[src/rtl/ptfa_pkg.sv]
// Shared widths, codes and types of the page table frame allocator.
// No dependencies; used by the interfaces, the top level and the checker.
package ptfa_pkg;

  localparam int unsigned MODE_W      = 2;
  localparam int unsigned OPERAND_W   = 32;
  localparam int unsigned REND_W      = 6;
  localparam int unsigned STATUS_W    = 3;
  localparam int unsigned PAGE_NUM_W  = 8;
  localparam int unsigned FRAME_NUM_W = 6;
  localparam int unsigned PADDR_W     = 32;
  localparam int unsigned OFFSET_W    = 5;
  localparam int unsigned VBITS_W     = 6;
  localparam int unsigned PBITS_W     = 6;
  localparam int unsigned CFG_IDX_W   = 2;
  localparam int unsigned CFG_DATA_W  = 6;

  // Widest address the translate path handles.
  localparam logic [VBITS_W-1:0] ADDR_BITS_MAX = 6'd32;
  // Pages mapped at most before a shortfall flag closes an allocation.
  localparam logic [31:0] MAX_MAPPED_ON_SHORTFALL = 32'd63;

  localparam logic [OFFSET_W-1:0] OFFSET_BITS_RST   = 5'd12;
  localparam logic [VBITS_W-1:0]  VIRTUAL_BITS_RST  = 6'd20;
  localparam logic [PBITS_W-1:0]  PHYSICAL_BITS_RST = 6'd18;

  typedef enum logic [MODE_W-1:0] {
    MODE_ALLOCATE  = 2'd0,
    MODE_TRANSLATE = 2'd1,
    MODE_DELETE    = 2'd2,
    MODE_RESERVE   = 2'd3
  } mode_e;

  typedef enum logic [STATUS_W-1:0] {
    ST_MAPPED       = 3'd0,
    ST_TRANSLATED   = 3'd1,
    ST_INVALID_PAGE = 3'd2,
    ST_DELETED      = 3'd3,
    ST_NO_FRAMES    = 3'd4,
    ST_NO_PAGES     = 3'd5,
    ST_RESERVED     = 3'd6,
    ST_EMPTY        = 3'd7
  } status_e;

  typedef enum logic [CFG_IDX_W-1:0] {
    CFG_OFFSET_BITS   = 2'd0,
    CFG_VIRTUAL_BITS  = 2'd1,
    CFG_PHYSICAL_BITS = 2'd2
  } cfg_reg_e;

endpackage

[src/rtl/ptfa_if.sv]
// Valid/ready channel interfaces: request items, result items, config writes.
// Depends on ptfa_pkg for field widths.
interface ptfa_in_if;
  logic                                valid;
  logic                                ready;
  logic [ptfa_pkg::MODE_W-1:0]         mode;
  logic [ptfa_pkg::OPERAND_W-1:0]      operand_value;
  logic [ptfa_pkg::REND_W-1:0]         range_end;

  modport source (output valid, mode, operand_value, range_end, input ready);
  modport sink (input valid, mode, operand_value, range_end, output ready);
endinterface

interface ptfa_out_if;
  logic                                valid;
  logic                                ready;
  logic [ptfa_pkg::STATUS_W-1:0]       status;
  logic [ptfa_pkg::PAGE_NUM_W-1:0]     page_number;
  logic [ptfa_pkg::FRAME_NUM_W-1:0]    frame_number;
  logic [ptfa_pkg::PADDR_W-1:0]        physical_address;
  logic                                last_result;

  modport source (output valid, status, page_number, frame_number, physical_address,
                  last_result, input ready);
  modport sink (input valid, status, page_number, frame_number, physical_address,
                last_result, output ready);
endinterface

interface ptfa_cfg_if;
  logic                                valid;
  logic                                ready;
  logic [ptfa_pkg::CFG_IDX_W-1:0]      index;
  logic [ptfa_pkg::CFG_DATA_W-1:0]     data;

  modport source (output valid, index, data, input ready);
  modport sink (input valid, index, data, output ready);
endinterface

[src/rtl/ptfa_ram.sv]
// Generic single-write, single-read RAM with registered read data.
// No dependencies.
module ptfa_ram #(
  parameter int unsigned WIDTH = 8,
  parameter int unsigned DEPTH = 16
) (
  input  logic                     clk_i,
  input  logic                     we_i,
  input  logic [$clog2(DEPTH)-1:0] waddr_i,
  input  logic [WIDTH-1:0]         wdata_i,
  input  logic [$clog2(DEPTH)-1:0] raddr_i,
  output logic [WIDTH-1:0]         rdata_o
);

  logic [WIDTH-1:0] mem_q [DEPTH];
  logic [WIDTH-1:0] rdata_q;

  always_ff @(posedge clk_i) begin
    if (we_i) begin
      mem_q[waddr_i] <= wdata_i;
    end
    rdata_q <= mem_q[raddr_i];
  end

  assign rdata_o = rdata_q;

endmodule

[src/rtl/page_table_frame_allocator.sv]
// Page table frame allocator: frame busy bitmap, page table RAM, next page counter.
// Depends on ptfa_pkg, ptfa_if.sv (channel interfaces) and ptfa_ram.
//
//   channel | dir | beat carries
//   --------+-----+------------------------------------------------------------
//   cfg_i   | in  | register index, write data (always ready)
//   in_i    | in  | mode, operand_value, range_end
//   out_o   | out | status, page_number, frame_number, physical_address, last
//
// Allocate: the frame sweep counter walks the busy bitmap once to count free frames
// and once to pick them; translate and delete pass through the page table RAM read;
// reserve walks the bitmap once. Output stalls hold up the mapping beats and the
// reply. in_i is ready only between items; a finished result may still wait in the
// output register while the next item enters.
// Reset: no clearing pass; a page entry counts only below the next page counter.
module page_table_frame_allocator #(
  parameter int unsigned FRAME_COUNT = 64,
  parameter int unsigned PAGE_COUNT  = 256
) (
  input  logic           clk_i,
  input  logic           rst_ni,
  ptfa_cfg_if.sink       cfg_i,
  ptfa_in_if.sink        in_i,
  ptfa_out_if.source     out_o
);

  localparam int unsigned FW = $clog2(FRAME_COUNT);
  localparam int unsigned CW = $clog2(FRAME_COUNT + 1);
  localparam int unsigned PW = $clog2(PAGE_COUNT);
  localparam int unsigned NW = $clog2(PAGE_COUNT + 1);
  localparam int unsigned RW = ptfa_pkg::FRAME_NUM_W + 1;
  localparam logic [FW-1:0] FRAME_LAST = FW'(FRAME_COUNT - 1);

  typedef enum logic [8:0] {
    S_IDLE    = 9'b000000001,
    S_DECODE  = 9'b000000010,
    S_COUNT   = 9'b000000100,
    S_PLAN    = 9'b000001000,
    S_ALLOC   = 9'b000010000,
    S_RESERVE = 9'b000100000,
    S_READ    = 9'b001000000,
    S_RESOLVE = 9'b010000000,
    S_REPLY   = 9'b100000000
  } state_e;

  function automatic logic [31:0] low_mask(input logic [5:0] n);
    low_mask = (n >= 6'd32) ? 32'hFFFF_FFFF : ~(32'hFFFF_FFFF << n);
  endfunction

  // Control state
  state_e                          state_q, state_d;
  logic [ptfa_pkg::OFFSET_W-1:0]   off_q, off_d;
  logic [ptfa_pkg::VBITS_W-1:0]    virt_q, virt_d;
  logic [ptfa_pkg::PBITS_W-1:0]    phys_q, phys_d;
  logic [FRAME_COUNT-1:0]          busy_q, busy_d;
  logic [NW-1:0]                   next_page_q, next_page_d;
  logic [FW-1:0]                   idx_q, idx_d;
  logic [CW-1:0]                   free_q, free_d;
  logic [CW-1:0]                   k_q, k_d;
  logic [CW-1:0]                   n_q, n_d;
  logic                            fail_q, fail_d;
  logic                            lack_frames_q, lack_frames_d;
  logic                            o_valid_q, o_valid_d;

  // Payload
  logic [ptfa_pkg::MODE_W-1:0]     mode_q, mode_d;
  logic [ptfa_pkg::OPERAND_W-1:0]  opd_q, opd_d;
  logic [ptfa_pkg::REND_W-1:0]     rend_q, rend_d;
  logic [31:0]                     req_q, req_d;
  logic [31:0]                     pg_q, pg_d;
  logic [ptfa_pkg::STATUS_W-1:0]   rs_status_q, rs_status_d;
  logic [ptfa_pkg::PAGE_NUM_W-1:0] rs_page_q, rs_page_d;
  logic [ptfa_pkg::FRAME_NUM_W-1:0] rs_frame_q, rs_frame_d;
  logic [ptfa_pkg::PADDR_W-1:0]    rs_pa_q, rs_pa_d;
  logic [ptfa_pkg::STATUS_W-1:0]   o_status_q, o_status_d;
  logic [ptfa_pkg::PAGE_NUM_W-1:0] o_page_q, o_page_d;
  logic [ptfa_pkg::FRAME_NUM_W-1:0] o_frame_q, o_frame_d;
  logic [ptfa_pkg::PADDR_W-1:0]    o_pa_q, o_pa_d;
  logic                            o_last_q, o_last_d;

  // Page table RAM: {valid, frame}
  logic                            ram_we;
  logic [PW-1:0]                   ram_waddr;
  logic [RW-1:0]                   ram_wdata;
  logic [RW-1:0]                   ram_rdata;

  // Datapath helpers
  logic                            out_free;
  logic [31:0]                     np32;
  logic [31:0]                     req_shift;
  logic [5:0]                      f6;
  logic [5:0]                      v6;
  logic [5:0]                      p6;
  logic [31:0]                     xlate_page;
  logic [31:0]                     xlate_pa;
  logic [ptfa_pkg::FRAME_NUM_W-1:0] rd_frame;
  logic                            hit;
  logic [31:0]                     free32;
  logic [31:0]                     left32;
  logic [31:0]                     avail32;
  logic [31:0]                     n32;
  logic                            plan_fail;

  ptfa_ram #(
    .WIDTH (RW),
    .DEPTH (PAGE_COUNT)
  ) u_page_table (
    .clk_i   (clk_i),
    .we_i    (ram_we),
    .waddr_i (ram_waddr),
    .wdata_i (ram_wdata),
    .raddr_i (pg_q[PW-1:0]),
    .rdata_o (ram_rdata)
  );

  assign out_free  = !o_valid_q || out_o.ready;
  assign np32      = 32'(next_page_q);
  assign req_shift = opd_q >> off_q;
  assign f6        = {1'b0, off_q};
  assign v6        = (virt_q > ptfa_pkg::ADDR_BITS_MAX) ? ptfa_pkg::ADDR_BITS_MAX : virt_q;
  assign p6        = (phys_q > ptfa_pkg::ADDR_BITS_MAX) ? ptfa_pkg::ADDR_BITS_MAX : phys_q;
  assign xlate_page = (v6 > f6) ? ((opd_q >> off_q) & low_mask(v6 - f6)) : 32'd0;
  assign rd_frame  = ram_rdata[ptfa_pkg::FRAME_NUM_W-1:0];
  assign hit       = (pg_q < np32) && ram_rdata[RW-1];
  assign xlate_pa  = (opd_q & low_mask(f6)) |
                     ((p6 > f6) ? ((32'(rd_frame) & low_mask(p6 - f6)) << off_q) : 32'd0);
  assign free32    = 32'(free_q);
  assign left32    = 32'(PAGE_COUNT) - np32;
  assign avail32   = (free32 < left32) ? free32 : left32;
  assign plan_fail = req_q > avail32;
  assign n32       = plan_fail ? ((avail32 > ptfa_pkg::MAX_MAPPED_ON_SHORTFALL) ?
                                  ptfa_pkg::MAX_MAPPED_ON_SHORTFALL : avail32)
                               : req_q;

  always_comb begin
    state_d       = state_q;
    off_d         = off_q;
    virt_d        = virt_q;
    phys_d        = phys_q;
    busy_d        = busy_q;
    next_page_d   = next_page_q;
    idx_d         = idx_q;
    free_d        = free_q;
    k_d           = k_q;
    n_d           = n_q;
    fail_d        = fail_q;
    lack_frames_d = lack_frames_q;
    o_valid_d     = o_valid_q;
    mode_d        = mode_q;
    opd_d         = opd_q;
    rend_d        = rend_q;
    req_d         = req_q;
    pg_d          = pg_q;
    rs_status_d   = rs_status_q;
    rs_page_d     = rs_page_q;
    rs_frame_d    = rs_frame_q;
    rs_pa_d       = rs_pa_q;
    o_status_d    = o_status_q;
    o_page_d      = o_page_q;
    o_frame_d     = o_frame_q;
    o_pa_d        = o_pa_q;
    o_last_d      = o_last_q;
    ram_we        = 1'b0;
    ram_waddr     = next_page_q[PW-1:0];
    ram_wdata     = {1'b1, ptfa_pkg::FRAME_NUM_W'(idx_q)};

    // Drop the result once its beat is taken.
    if (o_valid_q && out_o.ready) begin
      o_valid_d = 1'b0;
    end

    if (cfg_i.valid) begin
      case (ptfa_pkg::cfg_reg_e'(cfg_i.index))
        ptfa_pkg::CFG_OFFSET_BITS:   off_d  = cfg_i.data[ptfa_pkg::OFFSET_W-1:0];
        ptfa_pkg::CFG_VIRTUAL_BITS:  virt_d = cfg_i.data;
        ptfa_pkg::CFG_PHYSICAL_BITS: phys_d = cfg_i.data;
        default: ;
      endcase
    end

    case (state_q)
      S_IDLE: begin
        if (in_i.valid) begin
          mode_d  = in_i.mode;
          opd_d   = in_i.operand_value;
          rend_d  = in_i.range_end;
          state_d = S_DECODE;
        end
      end

      S_DECODE: begin
        req_d  = req_shift;
        idx_d  = '0;
        free_d = '0;
        k_d    = '0;
        case (ptfa_pkg::mode_e'(mode_q))
          ptfa_pkg::MODE_ALLOCATE: begin
            if (req_shift == 32'd0) begin
              rs_status_d = ptfa_pkg::ST_EMPTY;
              rs_page_d   = np32[ptfa_pkg::PAGE_NUM_W-1:0];
              rs_frame_d  = '0;
              rs_pa_d     = '0;
              state_d     = S_REPLY;
            end else begin
              state_d = S_COUNT;
            end
          end
          ptfa_pkg::MODE_TRANSLATE: begin
            pg_d    = xlate_page;
            state_d = S_READ;
          end
          ptfa_pkg::MODE_DELETE: begin
            pg_d    = opd_q;
            state_d = S_READ;
          end
          ptfa_pkg::MODE_RESERVE: begin
            rs_status_d = ptfa_pkg::ST_RESERVED;
            rs_page_d   = '0;
            rs_frame_d  = rend_q;
            rs_pa_d     = '0;
            state_d     = S_RESERVE;
          end
          default: state_d = S_IDLE;
        endcase
      end

      S_COUNT: begin
        if (!busy_q[idx_q]) begin
          free_d = free_q + CW'(1);
        end
        if (idx_q == FRAME_LAST) begin
          state_d = S_PLAN;
        end else begin
          idx_d = idx_q + FW'(1);
        end
      end

      S_PLAN: begin
        fail_d        = plan_fail;
        lack_frames_d = free32 <= left32;
        n_d           = CW'(n32);
        idx_d         = '0;
        state_d       = S_ALLOC;
      end

      S_ALLOC: begin
        if (k_q == n_q) begin
          if (fail_q) begin
            rs_status_d = lack_frames_q ? ptfa_pkg::ST_NO_FRAMES : ptfa_pkg::ST_NO_PAGES;
            rs_page_d   = np32[ptfa_pkg::PAGE_NUM_W-1:0];
            rs_frame_d  = '0;
            rs_pa_d     = '0;
            state_d     = S_REPLY;
          end else begin
            state_d = S_IDLE;
          end
        end else if (busy_q[idx_q]) begin
          idx_d = idx_q + FW'(1);
        end else if (out_free) begin
          // Map the next page to this free frame and emit its beat.
          busy_d[idx_q] = 1'b1;
          ram_we        = 1'b1;
          o_valid_d     = 1'b1;
          o_status_d    = ptfa_pkg::ST_MAPPED;
          o_page_d      = np32[ptfa_pkg::PAGE_NUM_W-1:0];
          o_frame_d     = ptfa_pkg::FRAME_NUM_W'(idx_q);
          o_pa_d        = '0;
          o_last_d      = !fail_q && ((k_q + CW'(1)) == n_q);
          next_page_d   = next_page_q + NW'(1);
          k_d           = k_q + CW'(1);
          idx_d         = idx_q + FW'(1);
        end
      end

      S_RESERVE: begin
        if ((32'(idx_q) >= opd_q) && (ptfa_pkg::REND_W'(idx_q) <= rend_q)) begin
          busy_d[idx_q] = 1'b1;
        end
        if (idx_q == FRAME_LAST) begin
          state_d = S_REPLY;
        end else begin
          idx_d = idx_q + FW'(1);
        end
      end

      S_READ: begin
        state_d = S_RESOLVE;
      end

      S_RESOLVE: begin
        rs_page_d  = pg_q[ptfa_pkg::PAGE_NUM_W-1:0];
        rs_frame_d = '0;
        rs_pa_d    = '0;
        if (!hit) begin
          rs_status_d = ptfa_pkg::ST_INVALID_PAGE;
        end else if (mode_q == ptfa_pkg::MODE_TRANSLATE) begin
          rs_status_d = ptfa_pkg::ST_TRANSLATED;
          rs_frame_d  = rd_frame;
          rs_pa_d     = xlate_pa;
        end else begin
          rs_status_d = ptfa_pkg::ST_DELETED;
          rs_frame_d  = rd_frame;
          if (32'(rd_frame) < 32'(FRAME_COUNT)) begin
            busy_d[rd_frame[FW-1:0]] = 1'b0;
          end
          ram_we    = 1'b1;
          ram_waddr = pg_q[PW-1:0];
          ram_wdata = {1'b0, rd_frame};
        end
        state_d = S_REPLY;
      end

      S_REPLY: begin
        if (out_free) begin
          o_valid_d  = 1'b1;
          o_status_d = rs_status_q;
          o_page_d   = rs_page_q;
          o_frame_d  = rs_frame_q;
          o_pa_d     = rs_pa_q;
          o_last_d   = 1'b1;
          state_d    = S_IDLE;
        end
      end

      default: state_d = S_IDLE;
    endcase
  end

  always_ff @(posedge clk_i or negedge rst_ni) begin
    if (!rst_ni) begin
      state_q       <= S_IDLE;
      off_q         <= ptfa_pkg::OFFSET_BITS_RST;
      virt_q        <= ptfa_pkg::VIRTUAL_BITS_RST;
      phys_q        <= ptfa_pkg::PHYSICAL_BITS_RST;
      busy_q        <= '0;
      next_page_q   <= '0;
      idx_q         <= '0;
      free_q        <= '0;
      k_q           <= '0;
      n_q           <= '0;
      fail_q        <= 1'b0;
      lack_frames_q <= 1'b0;
      o_valid_q     <= 1'b0;
    end else begin
      state_q       <= state_d;
      off_q         <= off_d;
      virt_q        <= virt_d;
      phys_q        <= phys_d;
      busy_q        <= busy_d;
      next_page_q   <= next_page_d;
      idx_q         <= idx_d;
      free_q        <= free_d;
      k_q           <= k_d;
      n_q           <= n_d;
      fail_q        <= fail_d;
      lack_frames_q <= lack_frames_d;
      o_valid_q     <= o_valid_d;
    end
  end

  always_ff @(posedge clk_i) begin
    mode_q      <= mode_d;
    opd_q       <= opd_d;
    rend_q      <= rend_d;
    req_q       <= req_d;
    pg_q        <= pg_d;
    rs_status_q <= rs_status_d;
    rs_page_q   <= rs_page_d;
    rs_frame_q  <= rs_frame_d;
    rs_pa_q     <= rs_pa_d;
    o_status_q  <= o_status_d;
    o_page_q    <= o_page_d;
    o_frame_q   <= o_frame_d;
    o_pa_q      <= o_pa_d;
    o_last_q    <= o_last_d;
  end

  assign cfg_i.ready            = 1'b1;
  assign in_i.ready             = (state_q == S_IDLE);
  assign out_o.valid            = o_valid_q;
  assign out_o.status           = o_status_q;
  assign out_o.page_number      = o_page_q;
  assign out_o.frame_number     = o_frame_q;
  assign out_o.physical_address = o_pa_q;
  assign out_o.last_result      = o_last_q;

endmodule

[src/flat_wrapper.sv]
// flat-port wrapper written by rule: the top's interface ports become plain ports
module page_table_frame_allocator_flat 
#(
  parameter int unsigned FRAME_COUNT = 64,
  parameter int unsigned PAGE_COUNT  = 256
)
  (clk_i, rst_ni, cfg_i_valid, cfg_i_index, cfg_i_data, cfg_i_ready, in_i_valid, in_i_mode, in_i_operand_value, in_i_range_end, in_i_ready, out_o_valid, out_o_status, out_o_page_number, out_o_frame_number, out_o_physical_address, out_o_last_result, out_o_ready);
  ptfa_cfg_if cfg_i_i ();
  ptfa_in_if in_i_i ();
  ptfa_out_if out_o_i ();
  input  logic clk_i;
  input  logic rst_ni;
  input wire logic [$bits(cfg_i_i.valid)-1:0] cfg_i_valid;
  input wire logic [$bits(cfg_i_i.index)-1:0] cfg_i_index;
  input wire logic [$bits(cfg_i_i.data)-1:0] cfg_i_data;
  output wire logic [$bits(cfg_i_i.ready)-1:0] cfg_i_ready;
  input wire logic [$bits(in_i_i.valid)-1:0] in_i_valid;
  input wire logic [$bits(in_i_i.mode)-1:0] in_i_mode;
  input wire logic [$bits(in_i_i.operand_value)-1:0] in_i_operand_value;
  input wire logic [$bits(in_i_i.range_end)-1:0] in_i_range_end;
  output wire logic [$bits(in_i_i.ready)-1:0] in_i_ready;
  output wire logic [$bits(out_o_i.valid)-1:0] out_o_valid;
  output wire logic [$bits(out_o_i.status)-1:0] out_o_status;
  output wire logic [$bits(out_o_i.page_number)-1:0] out_o_page_number;
  output wire logic [$bits(out_o_i.frame_number)-1:0] out_o_frame_number;
  output wire logic [$bits(out_o_i.physical_address)-1:0] out_o_physical_address;
  output wire logic [$bits(out_o_i.last_result)-1:0] out_o_last_result;
  input wire logic [$bits(out_o_i.ready)-1:0] out_o_ready;
  assign cfg_i_i.valid = cfg_i_valid;
  assign cfg_i_i.index = cfg_i_index;
  assign cfg_i_i.data = cfg_i_data;
  assign cfg_i_ready = cfg_i_i.ready;
  assign in_i_i.valid = in_i_valid;
  assign in_i_i.mode = in_i_mode;
  assign in_i_i.operand_value = in_i_operand_value;
  assign in_i_i.range_end = in_i_range_end;
  assign in_i_ready = in_i_i.ready;
  assign out_o_valid = out_o_i.valid;
  assign out_o_status = out_o_i.status;
  assign out_o_page_number = out_o_i.page_number;
  assign out_o_frame_number = out_o_i.frame_number;
  assign out_o_physical_address = out_o_i.physical_address;
  assign out_o_last_result = out_o_i.last_result;
  assign out_o_i.ready = out_o_ready;
  page_table_frame_allocator #(.FRAME_COUNT(FRAME_COUNT), .PAGE_COUNT(PAGE_COUNT)) u_core (.clk_i(clk_i), .rst_ni(rst_ni), .cfg_i(cfg_i_i), .in_i(in_i_i), .out_o(out_o_i));
endmodule
[config.mk]
export PLATFORM = sky130hd
export DESIGN_NAME = page_table_frame_allocator_flat
export DESIGN_NICKNAME = d
export VERILOG_FILES = /design/src/rtl/ptfa_pkg.sv /design/src/rtl/ptfa_if.sv /design/src/rtl/ptfa_ram.sv /design/src/rtl/page_table_frame_allocator.sv /design/src/flat_wrapper.sv
export SDC_FILE = /design/constraint.sdc
export NUM_CORES = 2
export LEC_CHECK = 0
export BUFFER_PORTS_ARGS = -buffer_cell sky130_fd_sc_hd__buf_2
export CAP_MARGIN = 15
export CORE_MARGIN = 4
export CORE_UTILIZATION = 51
export CTS_CLUSTER_SIZE = 24
export DETAILED_ROUTE_END_ITERATION = 10
export GPL_TIMING_DRIVEN = 0
export PLACE_DENSITY = 0.67
export RECOVER_POWER = 100
export SETUP_SLACK_MARGIN = 0.1
export SYNTH_ARGS = -nofsm -noshare
export SYNTH_HDL_FRONTEND = slang
export SYNTH_SLANG_ARGS = --single-unit
[constraint.sdc]
create_clock -name clk_i -period 39.5 [get_ports clk_i]
set_clock_uncertainty 0.1 [all_clocks]
set_input_delay 7.9 -clock clk_i [delete_from_list [all_inputs] [get_ports clk_i]]
set_output_delay 7.9 -clock clk_i [all_outputs]
set_load 0.02 [all_outputs]
**Yosys cells after proc, flatten, opt, wreduce, memory -nomap -nowiden**

Memory sizes are Yosys's and may differ from the RTL's. A register that Yosys moved wholly into a read port is not among the register bits.
Index checks and enable logic that the tools add are counted.
W data, S select, Z words.

- $add $sub $neg: 7
- Reduce and logical (&&, ||, !) cells: 35
- Mux-type cells: 114
- Bitwise logic cells: 12
- Equality and inequality tests: 34
- Order comparisons: 18
- Shift operators: 5

Operators by type and width:

| cell | number |
|---|---|
| $mux W32 | 15 |
| $mux W64 | 6 |
| $pmux W32 S2 | 3 |
| $pmux W64 S3 | 1 |
| $not A32 Y32 | 3 |
| $pmux W32 S3 | 1 |
| $mux W6 | 14 |
| $pmux W9 S9 | 1 |
| $mux W8 | 10 |
| $and A32 B32 Y32 | 2 |
| $and A64 B64 Y64 | 1 |
| $not A64 Y64 | 1 |
| $or A64 B64 Y64 | 1 |
| $shl A32 B6 Y32 const A | 2 |
| $mux W7 | 9 |
| $mux W9 | 7 |
| $pmux W6 S3 | 2 |
| $and A6 B32 Y32 | 1 |
| $ge A6 B32 Y1 | 1 |
| $gt A32 B32 Y1 | 1 |
| $gt A32 B6 Y1 const B | 1 |
| $le A7 B32 Y1 | 1 |
| $logic_not A32 Y1 | 1 |
| $lt A32 B9 Y1 | 1 |
| other kinds (59) | 139 |

- Memory bits (writable): 1792
- Logic and storage cells: 253
- Memories: 1
- Bits of input ports: 53
- Register bits after elaboration: 332

Memories:

| name | words | bits a word | rd ports | clocked after memory_dff | write ports | RTL line | RTL |
|---|---|---|---|---|---|---|---|
| u_core.u_page_table.mem_q | 256 | 7 | 1 | 1 | 1 | ptfa_ram.sv:15 | `logic [WIDTH-1:0] mem_q [DEPTH];` |

**Logic depth before layout (Yosys ltp)**

- Depth after elaboration: 13
- Gate-level depth with buffers: 25

**Cells and area by module**

A second synthesis with hierarchy kept.

- Cells, all modules: 5186
- Area total of the unflattened synthesis: 89295.6 um^2

Modules (own cells, without submodules):

| module | cells each | times used | area an instance (um^2) |
|---|---|---|---|
| ptfa_ram | 3381 | 1 | 70197.3 |
| page_table_frame_allocator | 1805 | 1 | 19098.3 |

**Least setup slack after synthesis**

No wires, ideal clock.

- Kind: register to register
- Start: register u_core.next_page_q[3]
- End: memory u_core.u_page_table.mem_q[0][0] (netlist bit), data pin
- Required time: 37212 ps
- Clock period less this slack: 14302 ps
- Library setup time: 2188 ps
- Data arrival time: 12014 ps
- Path buffers: 3
- Path slack: 25198 ps
- Cell stages (with the launch flop): 10
- Cells stage by stage: dfrtp_1 -> clkbuf_1 -> clkinv_1 -> ha_1 -> nand2_1 -> o21a_1 -> o2111a_1 -> clkbuf_1 -> clkbuf_1 -> o21ai_0

- Longest elaborated chain between the ends: 4

Ends and longest elaborated chain:

| what | RTL line | RTL |
|---|---|---|
| start, declared | page_table_frame_allocator.sv:56 | `logic [NW-1:0] next_page_q, next_page_d;` |
| start signal, assigned | page_table_frame_allocator.sv:350 | `next_page_q <= next_page_d;` |
| $lt A32 B9 Y1 | page_table_frame_allocator.sv:124 | `assign hit = (pg_q < np32) && ram_rdata[RW-1];` |
| $logic_and A1 B1 Y1 | page_table_frame_allocator.sv:124 |  |
| $mux W7 | page_table_frame_allocator.sv:294 | `if (!hit) begin` |
| $mux W7 | page_table_frame_allocator.sv:181 | `case (state_q)` |
| via u_core.ram_wdata[0] | page_table_frame_allocator.sv:84 | `logic [RW-1:0] ram_wdata;` |
| end, declared | ptfa_ram.sv:15 |  |

The timed path passes the listed nets, and every way through them passes these cells.

==> impl_metrics.csv <==
group,metric,value,unit
status,outcome,"complete, but fails checks",
status,violations,"capacitance limit, slew limit",
clock_network,root_buffer,"clkbuf_16",
detailed_routing,drtIter0Drc,7486,
grt,first_global_vias,49311,
yosys,synth.area.top_cells,"edfxtp_1, mux4_2, dfrtp_1",
critical_path,path_cells,"clkbuf_1 > clkbuf_1",
detailed_routing,wl_per_cell,32.9,um
critical_path,cp_slowest_stage_delay,3.90,ns
timing,finalSetupTns,0,ns
timing,setup_viol,0,
floorplan,start_util,51.5,%
hold_path,whs_path_depth,2,
finish,syn2layout_area_growth,12.2,%
yosys,synth_ff_type,"edfxtp_1",
floorplan,io_pins,106,
placement,place_area,0.0937,mm2
floorplan,rows,152,
pwr,power,5.89,mW
critical_path,cpMostUsedCell,"clkbuf_1",
timing,hold-worst-slack,0.394,ns
yosys,synth_top_area_cell,"edfxtp_1",
yosys,synth_edf_count,1995,
yosys,syn_inst,4775,
grt,antenna_found_initial,10,
critical_path,startpoint_type,"input pin",
clock_network,clk_latency,0.89,ns
clock_network,cts_sinks,2131,
yosys,ys_seq_elements,2131,
timing,rsz0062_at_grt,"false",
critical_path,cp.buffers_inverters,2,
yosys,syn_area,0.0888,mm2
critical_path,cp_max_fo,98,
yosys,ys_warn_count,0,
detailed_routing,dr_total_vias,50290,
critical_path,path_depth,2,
grt,grt-ovfl-total,0,
clock_network,clockBufferDepth,3,
clock_network,cts_setup_buffers,0,
finish,final_common_cell,"edfxtp_1",
clock_network,hold_buffers,0,
finish,final_area,0.0996,mm2
critical_path,crit_path_end_kind,"async pin",
placement,portBuffers,104,
clock_network,cts_buffers,209,
clock_network,clk_pin_slew_worst_paths,0.06,ns
hold_path,hold_path_class,"reg2reg",
critical_path,cp_top_family,"buffers and inverters",
clock_network,cts_tree,"built",
detailed_routing,drc,0,
critical_path,cp_slowest_cell,"clkbuf_1",
critical_path,rrSetupSlack,27.68,ns
timing,worst_slew_pin_slew,5.46,ns
pwr,irDropWorstVdd,0.0467,mV
floorplan,fp.coreArea,0.172,mm2
timing,min_period_over_period,35.2,%
critical_path,critPathArrivalTime,13.46,ns
floorplan,die_y,425,um
finish,stdcell_count,7660,
placement,dp_hpwl,174,mm
critical_path,timing.rr.start,"u_core.next_page_q[3]",
finish,final_util,57.8,%
detailed_routing,drt_first_pass_iters,6,
finish,final_cell_mix,"edfxtp_1, mux4_2, nor2_1",
yosys,synth.distinct_cells,100,
hold_path,min_from,"u_core.lack_frames_q",
placement,place_ws,28.01,ns
grt,grt_pass1_wl,360,mm
timing,relSlewSlack,-264,%
timing,fin_crit,13.92,ns
clock_network,htree_levels,4,
placement,gp_congestion,0.960,
grt,grt_usage,27.9,%
finish,final_nets,5284,
yosys,async_flop_share,6.05,%
timing,fin_ws,25.58,ns
critical_path,path_class,"in2async",
placement,dpl.cell_count,7264,
flow_run,max_cap_viol_count,55,
clock_network,cts_resized,0,
pwr,p_per_area,59.1,mW/mm2
yosys,synth_seq_area_share,71.3,%
timing,maxSlewViolCount,1970,
critical_path,rr_endpoint,"u_core.u_page_table.mem_q[196][4]",
hold_path,min_to,"u_core.lack_frames_q",
detailed_routing,postRouteWirelength,252,mm
yosys,syn_area_per_cell,18.6,um2
floorplan,die_width,425,um
finish,drive_gt1_share,20.3,%
floorplan,fp.dieArea,0.181,mm2
timing,max_freq,71.8,MHz
grt,grt_max_degree,108,
critical_path,reg2regPathDepth,13,
yosys,synth_top_area_share,67.5,%
detailed_routing,vias_per_cell,6.57,
critical_path,worstPathRequired,39.04,ns
pwr,cellLeakagePower,31.1,nW
detailed_routing,ant_nets,0,
timing,final_hold_viol_count,0,
## registers in the layout (all words and copies together), names as in the netlist, 5 cells and up
| register | cells |
|---|---|
| u_core.rs_pa_q | 32 |
| u_core.next_page_q | 9 |
| u_core.rend_q | 6 |
| u_core.u_page_table.mem_q | 1792 |
| u_core.off_q | 5 |
| u_core.virt_q | 6 |
| u_core.idx_q | 6 |
| u_core.free_q | 7 |
| u_core.rs_frame_q | 6 |
| u_core.out_o.frame_number | 6 |
| u_core.opd_q | 32 |
| u_core.req_q | 32 |
| u_core.out_o.physical_address | 32 |
| u_core.u_page_table.rdata_o | 7 |
| u_core.pg_q | 32 |
| u_core.busy_q | 64 |
| u_core.n_q | 7 |
| u_core.phys_q | 6 |
| u_core.k_q | 7 |
| u_core.state_q | 9 |
| u_core.rs_page_q | 8 |
| u_core.out_o.page_number | 8 |
## synthesized netlist by cell type, types with 12 or more instances
library cell	n
nand4_1	19
nor3b_1	15
edfxtp_1	1995
or3_1	13
and2_1	56
mux2i_1	27
clkbuf_1	199
o31ai_1	13
o21ai_1	22
a21o_1	19
mux2_2	31
inv_1	57
nand2b_1	13
a22oi_1	28
nor2_1	379
xnor2_1	34
dfrtp_1	122
o21ai_0	189
nand3_1	68
a21oi_1	62
buf_2	28
mux4_2	616
ha_1	54
nor2b_1	27
a32o_1	32
nand2_1	240
a22o_1	18
a31oi_1	22
buf_1	54
nor3_1	36
and3_1	13
nor4_1	29
nand3b_1	12
## area by class of cell
type / instances / area, um2
Clock buffer: 253 / 5500
Multi-Input combinational cell: 2289 / 23900
Timing Repair Buffer: 188 / 1110
Clock inverter: 130 / 1510
Inverter: 59 / 221
Sequential cell: 2131 / 63300
Tap cell: 2310 / 2890
Antenna cell: 3 / 7.51
Fill cell: 12952 / 72700
Buffer: 297 / 1210
## power by group
| group | switching, mW | internal [mW] |
|---|---|---|
| clock network | 0.881 | 1.13 |
| registers | 0.0517 | 2.74 |
| logic | 0.758 | 0.327 |
| total | 1.69 | 4.20 |
## layer usage
layer / part of all wire (%) / global-route usage (%) / vias to the layer above
met5: 0.014 / 0 / -
met4: 4.1 / 10.2 / 6
met3: 11 / 6.80 / 542
met2: 46 / 42.5 / 3176
met1: 39 / 39.8 / 26283
li1: - / - / 20283
## cells by family after synthesis
kind of cell | after synthesis | share of synthesized area [%]
simple gates | 972 | 5.15
fa+ha+maj | 56 | 0.806
other cells | 1 | 0.00422
compound gates | 525 | 3.97
mux | 690 | 16.7
buf+inv | 356 | 1.68
flops | 2131 | 71.3
xor+xnor | 44 | 0.434
## how the worst max path moves through the flow
stage                                  endpoint             startpoint
2_1_floorplan   u_core.u_page_table.mem_q[0][0]  u_core.next_page_q[3]
3_3_place_gp   u_core.u_page_table.mem_q[86][3]  u_core.next_page_q[3]
3_5_place_dp   u_core.u_page_table.mem_q[63][0]            out_o_ready
4_1_cts                              in_i_ready      u_core.state_q[5]
5_1_grt                       u_core.busy_q[27]                 rst_ni
6_report                      u_core.busy_q[40]                 rst_ni
Note: power is estimated with default switching activity, not from simulation.
